### src/sv/swbs_pkg.sv
// Package: shared types and constants of the bandwidth shaper.
package swbs_pkg;
  typedef enum logic [1:0] {
    CMD_ARRIVE  = 2'd0,
    CMD_SERVICE = 2'd1,
    CMD_FLUSH   = 2'd2,
    CMD_NONE    = 2'd3
  } cmd_e;

  typedef enum logic [2:0] {
    EV_PASS    = 3'd0,
    EV_DROP    = 3'd1,
    EV_QUEUE   = 3'd2,
    EV_RELEASE = 3'd3,
    EV_NONE    = 3'd4
  } event_e;

  typedef enum logic [1:0] {
    REG_MAX_BW = 2'd0,
    REG_QUEUE  = 2'd1,
    REG_LIM_IN = 2'd2,
    REG_LIM_OUT = 2'd3
  } reg_e;

  typedef enum logic [3:0] {
    ST_IDLE,
    ST_ARRIVE,
    ST_EVICT_RD,
    ST_EVICT_CHK,
    ST_REL_CHK,
    ST_REL_RD,
    ST_REL_EMIT,
    ST_NONE_EMIT,
    ST_WAIT_OUT
  } state_e;

  // controller -> datapath
  typedef struct packed {
    logic take_in;      // capture input item
    logic do_arrive;    // process arrival, load output
    logic win_rd;       // issue read of oldest window entry
    logic win_evict;    // retire oldest window entry
    logic fifo_rd;      // issue read of fifo head
    logic do_release;   // pop fifo, record, load output
    logic do_none;      // load nothing-released output
    logic clr_run;      // clear per-item release count
  } ctrl_t;

  // datapath -> controller
  typedef struct packed {
    logic is_service;
    logic is_flush;
    logic is_arrive;
    logic win_empty;
    logic win_old;      // oldest entry is past the window
    logic can_release;  // release condition holds
    logic run_any;      // something released this item
    logic out_busy;     // output register holds an unsent result
  } stat_t;
endpackage

### src/sv/swbs_ctrl.sv
// Controller state machine sequencing arrival, eviction and release.
module swbs_ctrl (
  input  logic          clk_i,
  input  logic          rst_ni,
  input  logic          in_valid_i,
  output logic          in_stall_o,
  input  swbs_pkg::stat_t stat_i,
  output swbs_pkg::ctrl_t ctrl_o
);
  import swbs_pkg::*;

  state_e state_q, state_d;

  always_ff @(posedge clk_i or negedge rst_ni) begin
    if (!rst_ni) begin
      state_q <= ST_IDLE;
    end else begin
      state_q <= state_d;
    end
  end

  always_comb begin
    state_d = state_q;
    case (state_q)
      ST_IDLE: begin
        if (in_valid_i) begin
          state_d = ST_WAIT_OUT;
        end
      end
      ST_WAIT_OUT: begin
        // decode captured item
        if (stat_i.is_arrive) begin
          state_d = ST_ARRIVE;
        end else if (stat_i.is_service) begin
          state_d = ST_EVICT_RD;
        end else if (stat_i.is_flush) begin
          state_d = ST_REL_CHK;
        end else begin
          state_d = ST_IDLE;
        end
      end
      ST_ARRIVE: begin
        if (!stat_i.out_busy) begin
          state_d = ST_IDLE;
        end
      end
      ST_EVICT_RD: begin
        state_d = stat_i.win_empty ? ST_REL_CHK : ST_EVICT_CHK;
      end
      ST_EVICT_CHK: begin
        state_d = stat_i.win_old ? ST_EVICT_RD : ST_REL_CHK;
      end
      ST_REL_CHK: begin
        if (stat_i.can_release) begin
          state_d = ST_REL_RD;
        end else if (stat_i.run_any) begin
          state_d = ST_IDLE;
        end else begin
          state_d = ST_NONE_EMIT;
        end
      end
      ST_REL_RD: begin
        state_d = ST_REL_EMIT;
      end
      ST_REL_EMIT: begin
        if (!stat_i.out_busy) begin
          state_d = ST_REL_CHK;
        end
      end
      ST_NONE_EMIT: begin
        if (!stat_i.out_busy) begin
          state_d = ST_IDLE;
        end
      end
      default: state_d = ST_IDLE;
    endcase
  end

  always_comb begin
    ctrl_o = '0;
    in_stall_o = (state_q != ST_IDLE);
    case (state_q)
      ST_IDLE: begin
        ctrl_o.take_in = in_valid_i;
        ctrl_o.clr_run = 1'b1;
      end
      ST_ARRIVE:    ctrl_o.do_arrive = !stat_i.out_busy;
      ST_EVICT_RD:  ctrl_o.win_rd = 1'b1;
      ST_EVICT_CHK: ctrl_o.win_evict = stat_i.win_old;
      ST_REL_CHK:   ctrl_o.fifo_rd = stat_i.can_release;
      ST_REL_EMIT:  ctrl_o.do_release = !stat_i.out_busy;
      ST_NONE_EMIT: ctrl_o.do_none = !stat_i.out_busy;
      default: ;
    endcase
  end
endmodule

### config.mk
export PLATFORM = sky130hd
export DESIGN_NAME = swbs_ctrl
export DESIGN_NICKNAME = d
export VERILOG_FILES = /design/src/sv/swbs_pkg.sv /design/src/sv/swbs_ctrl.sv
export SDC_FILE = /design/constraint.sdc
export NUM_CORES = 1
export LEC_CHECK = 0
export ABC_AREA = 0
export BUFFER_PORTS_ARGS = -buffer_cell sky130_fd_sc_hd__buf_2
export CAP_MARGIN = 20
export CORE_AREA = 2 2 39 41
export DETAILED_ROUTE_END_ITERATION = 12
export DIE_AREA = 0 0 41 43
export PLACE_DENSITY_LB_ADDON = 0.12
export SYNTH_ARGS = -nofsm -noshare
export SYNTH_HDL_FRONTEND = slang
export SYNTH_SLANG_ARGS = --single-unit
### constraint.sdc
create_clock -name clk_i -period 1.31 [get_ports clk_i]
set_input_delay 0.1965 -clock clk_i [delete_from_list [all_inputs] [get_ports clk_i]]
set_output_delay 0.1965 -clock clk_i [all_outputs]
set_load 0.01 [all_outputs]
# Word-level counts from Yosys, hierarchy flattened

Cells that the tools add are included.

Bits in registers: 4
Input bits: 11
Output and inout port bits: 9
Logic and storage cells: 36

Equal/unequal tests: 11
Muxes and demuxes: 19
Reduce and logical (&&, ||, !) cells: 5

Operators by type and width:

| cell                                                 | number |
|---|---|
| case mux 4 bit (8 select lines)                      | 1 |
| two-way mux 3 bit                                    | 7 |
| equality test 4 x 3 -> 1 bit (second input constant) | 4 |
| two-way mux 4 bit                                    | 3 |
| equality test 4 x 2 -> 1 bit (second input constant) | 2 |
| two-way mux 1 bit                                    | 8 |
| != test 2 bit (second input constant)                | 3 |
| equality test 4 x 1 -> 1 bit (second input constant) | 1 |
| equality test 4 bit (second input constant)          | 1 |
| zero test 4 bit                                      | 1 |
| nonzero test 4 bit                                   | 1 |
| AND reduction 3 bit                                  | 1 |
| OR reduction 2 bit                                   | 1 |
| zero test 1 bit                                      | 1 |

# Depth between registers and ports, before layout

Word-level depth: 4
Gate-level depth with buffers: 5
Mapped depth without buffers: 4

# Least setup slack after synthesis

Ideal clock, no wire load.

Path type: register to output
From: register state_q[0]
To: output port ctrl_o[7] (netlist bit)
Arrival: 1.272 ns
Required time: 1.113 ns
Slack: -0.159 ns
Stages on the path, launching flop included: 4
Buffers on the path: 1
Path through: dfrtp_1 > buf_2 > nor4_2 > and2_1

RTL lines:

| element                  | line            | text |
|---|---|---|
| start: declaration       | swbs_ctrl.sv:12 | `state_e state_q, state_d;` |
| start signal: assignment | swbs_ctrl.sv:18 | `state_q <= state_d;` |
| end: declaration         | swbs_ctrl.sv:8  | `output swbs_pkg::ctrl_t ctrl_o` |

==> metrics.txt <==
Levels on crit path=4; clk slew on worst S/H paths=0.04 ns; Syn Nets=69; CP max FO=4; final instance area=891 sq um; Max Slew Vio Count=0; Largest regs=state_q x4; 1st-pass router iterations=4; fill cell count=132; WHS Path Cells=2; fmax=639 MHz; critical path's most frequent cell=buf_6; CTS tree=done; Relative slew margins=76.8%; CP peak stage delay=0.42 ns; nets@finish=117; final clock skew=0.00209 ns; worst path buffer plus inverter count=2; Final min period=1.56 ns; DIE AREA=1760 sq um; post-synth top area cell=dfrtp_1; DP Area=672 sq um; Reg area=104 sq um; largest net degree at the start of global routing=9; power density cells=2080 nW/um^2; FF-to-FF setup slack=-0.18 ns; synthesis-stage register bit count=4; initial antenna violation count=0; post-synthesis cell count=58; CTS H-tree lvls=1; RD Place Congestion=0.810; Mapped Area=430 sq um; CTS Sinks=4; FP Rows=14; reg-to-reg endpoint=state_q[2]$_DFFE_PN0P_; TritonCTS buffer count=3; maximum vdd drop=1.06 mV; DR vias/cell=5.09; critical path type=reg2out; Critical Path Start=state_q[1]$_DFFE_PN0P_; Layout area overhead=107%; worst hold path startpoint=in_valid_i; Avg Inst Size Synth=7.42 sq um; slack of the critical path=-0.254 ns; RSZ-0062 raised after global routing=true; first-pass GRT wire length=2.10 mm; Core ar.=1380 sq um; hpwl dp=980 microns; Worst-Skew Late Latency=0.23 ns; Final setup viols=12; drt wl/cell=12.5 microns; Yosys top cell area share=23.3%; CTS Root Cell=clkbuf_4; final wirelength=1.50 mm; outcome=finished, violations left; cells taking the most area after synthesis=dfrtp_1, nor2_1, nand2_1; vias in the first global route=504; worst hold slack=0.223 ns; data arrival time of the critical path=1.37 ns; DR vias=611; final core occ=64.4%; Reg with most FFs=state_q; Die Ht=43 microns; Startpoint Class=flip-flop; initial core utilization=31.1%; max reg flops=4; sequential fraction of the synthesis area=23.3%; number of library cell types mapped by synthesis=29; ANT nets after route=0; die width=41 microns; CP cell instances=buf_6, nor4_4, and2_4, buf_6; DRT iter0 DRCs=15; share of cells above drive strength 1=65.4%; Port Buffers=19; Tot GR Track Use=17.7%; Worst Reg2Reg Path Length in Cells=6; Antenna Cells=0; Final Cycle Share=119%; multi-input logic area=382 sq um; crit end category=output port; total congestion overflow=0; Worst Tran Pin Value=0.343 ns; Pleak=0.000437 uW; Req. time, crit path=1.11 ns; CP endpoint=ctrl_o[7]; Top delay family on crit path=simple AND/OR/NAND/NOR gates; Ports=20; number of max-cap violations=0; Max Buffers Root-to-Sink=2; final hold violations=0; Crit-path slowest cell=dfrtp_2; Syn. warnings=0; HP Class=in2reg; Crit Reg-Reg Startpoint=state_q[1]$_DFFE_PN0P_; drt drc=0; failing checks=negative setup slack
## per-stage QoR
stage / setup slack, ns / total power [uW] / std cells / TNS, ns
finish: -0.254 / 1850 / 120 / -2.05
global route: -0.341 / 1990 / 120 / -2.94
CTS: -0.280 / 1610 / 115 / -2.26
detailed placement: -0.197 / 1250 / 107 / -0.621
global placement: -0.146 / 1250 / 107 / -0.520
floorplan: -0.0401 / 816 / 58 / -0.0401
## cell usage in the layout, fill, tap and decap left out, types with 2 or more instances in the layout
cell       n
a21oi_1    2
buf_2     18
buf_4     17
buf_6     11
clkbuf_4   3
dfrtp_2    3
inv_1      3
nand2_1    3
nand2_2    3
nand3_1    2
nor2_1     6
nor2b_1    2
o21ai_0    2
o31ai_2    2
## Yosys cell counts (all sizes together)
cell    instances
a21oi           2
a221oi          1
a311oi          1
and2            2
and3            1
and3b           1
and4b           1
buf             4
dfrtp           4
inv             3
mux2i           1
nand2           6
nand2b          2
nand3           2
nand4b          1
nor2            8
nor2b           3
nor3            2
nor4            1
nor4b           1
nor4bb          1
o21ai           2
o22ai           1
o311a           1
o311ai          2
o31ai           2
or3             1
or3b            1
## layer usage
metal | global-route usage [%] | wire, microns | vias to the layer above
li1 | - | - | 307
met1 | 25.2 | 666 | 285
met2 | 25.0 | 772 | 19
met3 | 3.14 | 63 | 0
met4 | 8.00 | 0 | 0
met5 | 0 | 0 | -
## cell type report
type / count / share of cell area (%)
inverter: 3 / 1.26
clock buffer: 3 / 2.53
sequential: 4 / 11.7
timing repair buffer: 47 / 39.5
multi-input combinational: 47 / 42.8
tap: 16 / 2.25
## power breakdown
group / leakage (uW) / switching (uW) / internal (uW) / total [uW]
clock: 0.0000138 / 45.3 / 102 / 147
sequential: 0.0000479 / 67.8 / 181 / 249
combinational: 0.000375 / 630 / 826 / 1460
total: 0.000437 / 743 / 1110 / 1850
## kinds of logic (layout without fill, tap and decap cells)
group | Yosys count | in the layout | share of synthesized area (%)
multiplexers | 1 | 1 | 2.33
buffers and inverters | 7 | 53 | 7.27
AND/OR/NAND/NOR | 34 | 34 | 47.1
AO/OA/AOI/OAI | 12 | 12 | 20.1
flip-flops | 4 | 4 | 23.3
## timing repair
item / CTS / global route
hold buffers: 1 / 0
gates resized for setup: 12 / 18
setup buffers: 4 / 5
hold endpoints to repair: 4 / 0
pin swaps: 4 / 6
setup endpoints to repair: 12 / 12
## worst min-delay path by stage
stage                                        end
after floorplan           state_q[0]$_DFFE_PN0P_
after global placement    state_q[1]$_DFFE_PN0P_
after detailed placement  state_q[1]$_DFFE_PN0P_
after CTS                 state_q[3]$_DFFE_PN0P_
after global routing      state_q[1]$_DFFE_PN0P_
final                     state_q[3]$_DFFE_PN0P_
Note: power is estimated with default switching activity, not from simulation.
